**src/rtl/core/bcc_pkg.sv**
```systemverilog
// ----------------------------------------------------------------------------
// bcc_pkg
// Shared types and constants for the button click classifier.
// ----------------------------------------------------------------------------
package bcc_pkg;

	// Field widths
	localparam int unsigned TimeW  = 32;
	localparam int unsigned ThrW   = 16;
	localparam int unsigned CountW = 2;
	localparam int unsigned AddrW  = 4;
	localparam int unsigned DataW  = 32;
	localparam int unsigned InDataW  = 40; // level + timestamp, padded to bytes
	localparam int unsigned OutDataW = 8;  // event code, padded to a byte

	// Register reset values
	localparam logic [ThrW-1:0] LongPressRst = 16'd3000;
	localparam logic [ThrW-1:0] DebounceRst  = 16'd50;
	localparam logic [ThrW-1:0] ClickGapRst  = 16'd400;

	// Saturation limit of the click counter
	localparam logic [CountW-1:0] CountMax = 2'd3;

	// Register indexes (word address bits)
	typedef enum logic [1:0] {
		REG_LONG_PRESS = 2'd0,
		REG_DEBOUNCE   = 2'd1,
		REG_CLICK_GAP  = 2'd2,
		REG_UNUSED     = 2'd3
	} reg_idx_t;

	// Reported events
	typedef enum logic [1:0] {
		EV_NONE   = 2'd0,
		EV_SINGLE = 2'd1,
		EV_DOUBLE = 2'd2,
		EV_LONG   = 2'd3
	} event_t;

	// Thresholds handed from the register file to the classifier
	typedef struct packed {
		logic [ThrW-1:0] long_press_ms;
		logic [ThrW-1:0] debounce_ms;
		logic [ThrW-1:0] click_gap_ms;
	} cfg_t;

endpackage

```
**src/rtl/core/button_click_classifier.sv**
```systemverilog
// ----------------------------------------------------------------------------
// button_click_classifier
// Classifies an active-low button sample stream into single, double and
// long presses.
// ----------------------------------------------------------------------------
// Every input transfer yields exactly one output transfer carrying the event
// code (0 none, 1 single, 2 double, 3 long). Throughput is one sample per
// clock while the output side is ready: a sample lands in the input register,
// is classified against the state registers and written to the output
// register. Thresholds are written over APB and should only be changed while
// no samples are in flight.
module button_click_classifier import bcc_pkg::*; (
	input  logic                clk,
	input  logic                arst_n,
	// Sample stream
	input  logic                s_tvalid,
	output logic                s_tready,
	input  logic [InDataW-1:0]  s_tdata,  // [0] button_level, [32:1] now_ms, zero pad
	// Event stream
	output logic                m_tvalid,
	input  logic                m_tready,
	output logic [OutDataW-1:0] m_tdata,  // [1:0] event_res, zero pad
	// Configuration
	input  logic                psel,
	input  logic                penable,
	input  logic                pwrite,
	input  logic [AddrW-1:0]    paddr,
	input  logic [DataW-1:0]    pwdata,
	output logic [DataW-1:0]    prdata,
	output logic                pready
);

	cfg_t             cfg;
	logic             valid_s1;
	logic             level_s1;
	logic [TimeW-1:0] now_s1;
	logic             out_valid_q;
	event_t           ev_q;
	event_t           ev;
	logic             out_free;
	logic             fire;

	assign out_free = !out_valid_q || m_tready;
	assign fire     = valid_s1 && out_free;
	assign s_tready = !valid_s1 || out_free;
	assign m_tvalid = out_valid_q;
	assign m_tdata  = {{(OutDataW-2){1'b0}}, ev_q};

	bcc_cfg u_cfg (
		.clk     (clk),
		.arst_n  (arst_n),
		.psel    (psel),
		.penable (penable),
		.pwrite  (pwrite),
		.paddr   (paddr),
		.pwdata  (pwdata),
		.prdata  (prdata),
		.pready  (pready),
		.cfg     (cfg)
	);

	bcc_classify u_classify (
		.clk    (clk),
		.arst_n (arst_n),
		.cfg    (cfg),
		.fire   (fire),
		.level  (level_s1),
		.now_ms (now_s1),
		.ev     (ev)
	);

	// Input register control
	always_ff @(posedge clk or negedge arst_n) begin
		if (!arst_n) begin
			valid_s1 <= 1'b0;
		end else if (s_tready) begin
			valid_s1 <= s_tvalid;
		end
	end

	// Input register payload
	always_ff @(posedge clk) begin
		if (s_tvalid && s_tready) begin
			level_s1 <= s_tdata[0];
			now_s1   <= s_tdata[TimeW:1];
		end
	end

	// Output register
	always_ff @(posedge clk or negedge arst_n) begin
		if (!arst_n) begin
			out_valid_q <= 1'b0;
		end else if (out_free) begin
			out_valid_q <= fire;
		end
	end

	always_ff @(posedge clk) begin
		if (fire) begin
			ev_q <= ev;
		end
	end

endmodule

```
**src/rtl/core/bcc_cfg.sv**
```systemverilog
// ----------------------------------------------------------------------------
// bcc_cfg
// APB register file holding the three timing thresholds.
// ----------------------------------------------------------------------------
module bcc_cfg import bcc_pkg::*; (
	input  logic             clk,
	input  logic             arst_n,
	input  logic             psel,
	input  logic             penable,
	input  logic             pwrite,
	input  logic [AddrW-1:0] paddr,
	input  logic [DataW-1:0] pwdata,
	output logic [DataW-1:0] prdata,
	output logic             pready,
	output cfg_t             cfg
);

	cfg_t     cfg_q;
	reg_idx_t idx;
	logic     wr_en;

	assign idx    = reg_idx_t'(paddr[3:2]);
	assign wr_en  = psel && penable && pwrite && pready;
	assign pready = 1'b1;
	assign cfg    = cfg_q;

	// Register writes
	always_ff @(posedge clk or negedge arst_n) begin
		if (!arst_n) begin
			cfg_q.long_press_ms <= LongPressRst;
			cfg_q.debounce_ms   <= DebounceRst;
			cfg_q.click_gap_ms  <= ClickGapRst;
		end else if (wr_en) begin
			unique case (idx)
				REG_LONG_PRESS: cfg_q.long_press_ms <= pwdata[ThrW-1:0];
				REG_DEBOUNCE:   cfg_q.debounce_ms   <= pwdata[ThrW-1:0];
				REG_CLICK_GAP:  cfg_q.click_gap_ms  <= pwdata[ThrW-1:0];
				REG_UNUSED:     ;
			endcase
		end
	end

	// Read mux
	always_comb begin
		unique case (idx)
			REG_LONG_PRESS: prdata = {{(DataW-ThrW){1'b0}}, cfg_q.long_press_ms};
			REG_DEBOUNCE:   prdata = {{(DataW-ThrW){1'b0}}, cfg_q.debounce_ms};
			REG_CLICK_GAP:  prdata = {{(DataW-ThrW){1'b0}}, cfg_q.click_gap_ms};
			REG_UNUSED:     prdata = '0;
		endcase
	end

endmodule

```
**src/rtl/core/bcc_classify.sv**
```systemverilog
// ----------------------------------------------------------------------------
// bcc_classify
// Press/release tracking state and the single-pass event decision.
// ----------------------------------------------------------------------------
module bcc_classify import bcc_pkg::*; (
	input  logic             clk,
	input  logic             arst_n,
	input  cfg_t             cfg,
	input  logic             fire,
	input  logic             level,
	input  logic [TimeW-1:0] now_ms,
	output event_t           ev
);

	logic              last_level_q;
	logic [TimeW-1:0]  press_start_q;
	logic [CountW-1:0] click_count_q;
	logic [TimeW-1:0]  last_click_q;

	logic              fall;
	logic              rise;
	logic [TimeW-1:0]  held;
	logic [TimeW-1:0]  gap;
	logic [TimeW-1:0]  press_start_d;
	logic [CountW-1:0] count_mid;
	logic [CountW-1:0] click_count_d;
	logic [TimeW-1:0]  last_click_d;

	assign fall = last_level_q && !level;
	assign rise = !last_level_q && level;
	assign held = now_ms - press_start_q;
	assign gap  = now_ms - last_click_d;

	// Edge handling, then gap expiry on the updated count
	always_comb begin
		ev            = EV_NONE;
		press_start_d = fall ? now_ms : press_start_q;
		count_mid     = click_count_q;
		last_click_d  = last_click_q;
		if (rise) begin
			if (held > {{(TimeW-ThrW){1'b0}}, cfg.long_press_ms}) begin
				ev        = EV_LONG;
				count_mid = '0;
			end else if (held > {{(TimeW-ThrW){1'b0}}, cfg.debounce_ms}) begin
				if (click_count_q != CountMax) begin
					count_mid = click_count_q + CountW'(1);
				end
				last_click_d = now_ms;
			end
		end
		click_count_d = count_mid;
		if ((count_mid != '0) && (gap > {{(TimeW-ThrW){1'b0}}, cfg.click_gap_ms})) begin
			if (count_mid == CountW'(2)) begin
				ev = EV_DOUBLE;
			end else if (count_mid == CountW'(1)) begin
				ev = EV_SINGLE;
			end
			click_count_d = '0;
		end
	end

	// State registers, advanced once per transfer
	always_ff @(posedge clk or negedge arst_n) begin
		if (!arst_n) begin
			last_level_q  <= 1'b1;
			press_start_q <= '0;
			click_count_q <= '0;
			last_click_q  <= '0;
		end else if (fire) begin
			last_level_q  <= level;
			press_start_q <= press_start_d;
			click_count_q <= click_count_d;
			last_click_q  <= last_click_d;
		end
	end

	// A single click can only come from one pending click
	a_single_from_one: assert property (@(posedge clk) disable iff (!arst_n)
		fire && (ev == EV_SINGLE) |-> (click_count_q == CountW'(1)))
		else $error("single click without exactly one pending click");

	// A double click can only come from two pending clicks
	a_double_from_two: assert property (@(posedge clk) disable iff (!arst_n)
		fire && (ev == EV_DOUBLE) |-> (click_count_q == CountW'(2)))
		else $error("double click without two pending clicks");

	// Any reported event clears the click count
	a_event_clears: assert property (@(posedge clk) disable iff (!arst_n)
		fire && (ev != EV_NONE) |=> (click_count_q == '0))
		else $error("click count not cleared after event");

	// State holds between transfers
	a_state_holds: assert property (@(posedge clk) disable iff (!arst_n)
		!fire |=> $stable(click_count_q) && $stable(press_start_q) && $stable(last_level_q))
		else $error("classifier state changed without a transfer");

endmodule

```
**config.mk**
```make
export PLATFORM = sky130hd
export DESIGN_NAME = button_click_classifier
export DESIGN_NICKNAME = d
export VERILOG_FILES = /design/src/rtl/core/bcc_pkg.sv /design/src/rtl/core/button_click_classifier.sv /design/src/rtl/core/bcc_cfg.sv /design/src/rtl/core/bcc_classify.sv
export SDC_FILE = /design/constraint.sdc
export NUM_CORES = 1
export LEC_CHECK = 0
export ABC_AREA = 1
export BUFFER_PORTS_ARGS = -buffer_cell sky130_fd_sc_hd__buf_2
export CORE_MARGIN = 2
export CORE_UTILIZATION = 55
export DETAILED_ROUTE_END_ITERATION = 10
export PLACE_DENSITY_LB_ADDON = 0.3
export SETUP_SLACK_MARGIN = 0.3
export SLEW_MARGIN = 20
export SYNTH_ARGS = -nofsm -noshare
export SYNTH_HDL_FRONTEND = slang
export SYNTH_HIERARCHICAL = 1
export SYNTH_SLANG_ARGS = --single-unit
```
**constraint.sdc**
```tcl
create_clock -name clk -period 5.8 [get_ports clk]
set_clock_uncertainty 0.15 [all_clocks]
set_input_delay 1.16 -clock clk [delete_from_list [all_inputs] [get_ports clk]]
set_output_delay 1.16 -clock clk [all_outputs]
set_load 0.05 [all_outputs]
```
==> summary.txt <==
Run status
  • Status: complete, but fails checks
  • Failing checks: negative setup slack

Power and ir drop
  • Switching Power: ~3.5 mW
  • Cell area power density: ~460 nW/um^2
  • Highest ir drop seen on vdd: about 0.22 mV
  • Switching Fraction: roughly 45%
  • Relative contribution of the clock network to total power: between 10% and 20%
  • Sequential Power Share: between 10% and 20%
  • Leak: around 9 nW
  • Internal power of the cells: roughly 4.3 mW
  • Part of the power in combinational logic: 65.7%

STA
  • Transition time at the pin with the least slew margin: about 1 ns
  • Count of endpoints failing hold in the final timing report: 0
  • Setup slack of the critical path after layout: -1.25 ns
  • RSZ-0062 raised after global routing: yes
  • Highest Clock Rate: roughly 0.14 GHz
  • Period minus WS final: 7.05 ns
  • Max-slew violation count: 0
  • Final Cycle Share: 121%
  • Max-slew headroom at the worst pin: 34.7%
  • Setup TNS: -4.78 ns
  • Setup-failing EPs final: 4

Finish
  • Count of nets after finishing: approximately 2400
  • Area of all sequential standard cells: 4000 sq um
  • Number of filler cells placed in the layout: approximately 1400
  • Area occupied by multi-input gates: around 8100 sq um
  • Area growth syn-to-layout: 39.2%
  • Ratio of cells with drive above 1 in the final layout: ~32%
  • Inserted Diodes: 0
  • Final core area utilization: around 78%

Critical path
  • Worst setup slack for register-to-register paths: -1.25 ns
  • CP startpoint kind: flop
  • CP most frequent cell: sky130_fd_sc_hd__nand2_1
  • Worst endpoint data arrival time: between 7 and 8 ns
  • Critical-path top delay cell: sky130_fd_sc_hd__edfxtp_1
  • Startpoint of the worst setup timing path: now_s1[12]
  • Crit-path max FO: 7
  • WS Path Type: flop to flop
  • CP Data Required Time: 5.85 ns
  • Largest stage delay on the critical path: around 0.48 ns
  • Launch point of the worst reg-to-reg path: now_s1[12]
  • Endpoint type of the worst setup path: flop

Synthesis
  • Flops & latches, synth: 152
  • Avg Inst Size Synth: between 6 and 7 sq um
  • Simple logic cell fraction of the synthesized area: a little under a third
  • Sequential-to-total area share from yosys stat: about a third
  • Number of distinct library cells after synthesis: just under 50
  • Mapped Area: ~12000 sq um
  • Most used flip-flop cell after synthesis: sky130_fd_sc_hd__dfrtp_1
  • EDFF count, synth: 35
  • Post-Synth Adder-Cell Area: a little under an eighth
  • Number of synthesis warnings: 6
  • Post-synthesis cell count: between 1500 and 2000
  • Mux cell area share after synthesis: 0%
  • Share of synthesized flip-flops with an asynchronous set or reset: between 70 and 80%
  • Main combinational cell family by area after synthesis: simple AND/OR/NAND/NOR gates
  • Share of the synthesized netlist area taken by xor and xnor gates: 2.50%
  • Compound-cell area share of the yosys netlist: a little over a tenth

CTS
  • # H-tree levels: 4
  • CTS tree: done
  • Insertion delay of the later-clocked pin in the worst-skew pair: 0.44 ns
  • Clock tree buffer depth: 2
  • Clock transition at the registers of the reported paths: ~0.070 ns
  • Root Buffer: sky130_fd_sc_hd__clkbuf_16
  • # clock sinks: around 150
  • TritonCTS Buffers: 17
  • Number of buffers inserted for hold repair after clock tree synthesis: 0

Global routing
  • Overflow left after global routing: 0
  • Maximum number of pins on one net before global-route repair: 75
  • GRT Total Usage: 33.1%
  • Wire length of the first global-routing pass: 62200 um
  • Vias in the first global route: about 13000
  • Antenna violations before repair: 0

Floorplan
  • Standard-cell rows: between 50 and 60
  • Total Die Area: approximately 24000 sq um
  • Number of primary I/O pins: around 130
  • Die width: ~150 um
  • Vert. Die Dim: between 150 and 200 um
  • Initial Util: a little under three fifths
  • Core box area: between 20000 and 25000 sq um

Worst hold path
  • Critical hold path startpoint: u_cfg/cfg[39]
  • Min-delay worst type: flop to flop

Drt
  • Starting DRC count in detailed routing: roughly 1600
  • Total via count in the routed design: 13700
  • Uppermost routed layer: met4
  • Routed length on met2: about 21000 um
  • # DRC: 0
  • Drt pass-1 iters: 6
  • Per-cell routed wire length: approximately 18 um
  • Per-cell via count in the routed design: between 5 and 6
  • Met1 routed wirelength after detailed routing: roughly 17000 um
  • Detail Route Antenna Nets: 0
  • Detailed route wirelength on metal3: between 3000 and 4000 um
  • Detailed-route wire length: 44600 um

Placed design
  • HPWL after detailed placement: 28700 um
  • Count of buffers from port buffering: 77
  • Final weighted congestion in routability-driven placement: between 0.9 and 1

Job
  • Max Cap Violations: 0
==> metrics by stage <==
stage	cells	hold WS, ns	power (mW)	setup WS, ns	area [sq um]
after global routing	2446	0.343	8.21	-1.42	17100
after detailed placement	2356	0.323	5.46	-1.26	14900
after global placement	2356	0.311	5.32	-0.908	14900
after floorplan	1780	0.299	3.82	0.0340	12600
after CTS	2413	0.334	6.97	-0.799	16200
final	2446	0.331	7.80	-1.25	17100
==> routing by layer <==
| metal | vias to the layer above | global-route usage, % |
|---|---|---|
| met3 | 213 | 6.41 |
| met4 | 0 | 13.1 |
| li1 | 6296 | - |
| met5 | - | 0 |
| met1 | 6345 | 42.8 |
| met2 | 805 | 55.0 |
==> what timing repair did <==
| action | 4_1_cts | 5_1_grt |
|---|---|---|
| setup endpoints to repair | 4 | 4 |
| setup buffers | 23 | 32 |
| pin swaps | 38 | 76 |
| cloned | 2 | 1 |
| gates resized for setup | 92 | 125 |
==> power groups by stage <==
stage               clock network [mW]  logic [mW]  registers [mW]
floorplan                            0        2.33            1.49
global placement                     0        3.81            1.51
detailed placement                   0        3.93            1.52
CTS                               1.14        4.31            1.51
global route                      1.19        5.46            1.55
finish                            1.15        5.12            1.53
==> logic make-up (layout without fill, tap and decap cells) <==
kind of cell,Yosys count,after routing
adder cells (fa/ha/maj),114,114
AO/OA/AOI/OAI,225,225
buffers and inverters,340,726
XOR/XNOR,35,35
AND/OR/NAND/NOR,891,891
flip-flops,152,152
other,3,23
==> flip-flops by register name, indices dropped and copies added, names as in the netlist <==
name / cells
ev_q: 2
level_s1: 1
m_tvalid: 1
now_s1: 32
u_cfg/cfg: 48
u_classify/click_count_q: 2
u_classify/last_click_q: 32
u_classify/last_level_q: 1
u_classify/press_start_q: 32
valid_s1: 1
==> layout by cell type, fill, tap and decap left out, types with 37 or more instances in the layout <==
cell type / instances
sky130_fd_sc_hd__nand2_1: 594
sky130_fd_sc_hd__inv_1: 269
sky130_fd_sc_hd__buf_2: 76
sky130_fd_sc_hd__nand3_1: 56
sky130_fd_sc_hd__buf_4: 318
sky130_fd_sc_hd__nand2_2: 54
sky130_fd_sc_hd__o21ai_1: 37
sky130_fd_sc_hd__o21ai_0: 55
sky130_fd_sc_hd__nor2_1: 73
sky130_fd_sc_hd__dfrtp_1: 103
sky130_fd_sc_hd__a21oi_1: 56
sky130_fd_sc_hd__ha_1: 75
==> critical path, delay by kind of cell, from the launching register on <==
kind | cells | cell delay [ns]
DFF | 1 | 0.48
buffers and inverters | 8 | 0.94
xor gates and xnor gates | 2 | 0.31
AOI/OAI and AO/OA | 3 | 0.60
adders and majority gates | 4 | 1.20
and+or+nand+nor | 27 | 3.10
==> final cells by class <==
cell class                 count  area share (%)
multi-input combinational   1288            47.2
sequential                   152            23.4
timing repair buffer         403            17.1
inverter                     289            6.53
clock buffer                  20            2.61
tap                          280            2.05
clock inverter                12           0.828
timing repair inverter         2           0.271
==> final timing paths <==
check / to / cells past startpoint
setup / recovery: ev_q[1] / 44
hold / removal: u_cfg/cfg[39] / 2
setup reg to reg: ev_q[1] / 44
hold reg to reg: u_cfg/cfg[39] / 2
max in group asynchronous: u_classify/press_start_q[16] / 2
min in group asynchronous: valid_s1 / 1
==> synth_stat cells (4+ instances only) <==
master / number / area share [%]
sky130_fd_sc_hd__a21o_1: 5 / 0.31
sky130_fd_sc_hd__a21oi_1: 72 / 2.9
sky130_fd_sc_hd__a31oi_1: 4 / 0.20
sky130_fd_sc_hd__and2_1: 4 / 0.20
sky130_fd_sc_hd__buf_4: 26 / 1.6
sky130_fd_sc_hd__buf_6: 6 / 0.55
sky130_fd_sc_hd__buf_8: 4 / 0.49
sky130_fd_sc_hd__clkbuf_1: 13 / 0.40
sky130_fd_sc_hd__dfrtp_1: 103 / 21
sky130_fd_sc_hd__dfstp_2: 14 / 3.0
sky130_fd_sc_hd__edfxtp_1: 35 / 8.6
sky130_fd_sc_hd__ha_1: 112 / 11
sky130_fd_sc_hd__inv_1: 280 / 8.6
sky130_fd_sc_hd__inv_2: 6 / 0.18
sky130_fd_sc_hd__nand2_1: 645 / 20
sky130_fd_sc_hd__nand2_2: 19 / 0.97
sky130_fd_sc_hd__nand2_4: 4 / 0.37
sky130_fd_sc_hd__nand3_1: 67 / 2.7
sky130_fd_sc_hd__nand3b_1: 6 / 0.37
sky130_fd_sc_hd__nand4_1: 26 / 1.3
sky130_fd_sc_hd__nor2_1: 91 / 2.8
sky130_fd_sc_hd__nor2_2: 5 / 0.25
sky130_fd_sc_hd__nor2_4: 5 / 0.46
sky130_fd_sc_hd__nor3_1: 10 / 0.41
sky130_fd_sc_hd__o21ai_0: 62 / 2.5
sky130_fd_sc_hd__o21ai_1: 35 / 1.4
sky130_fd_sc_hd__o21ai_2: 30 / 2.1
sky130_fd_sc_hd__o221ai_1: 4 / 0.29
sky130_fd_sc_hd__xnor2_1: 7 / 0.50
sky130_fd_sc_hd__xor2_1: 28 / 2.0
No activity file was read; power rests on OpenSTA's default activity.
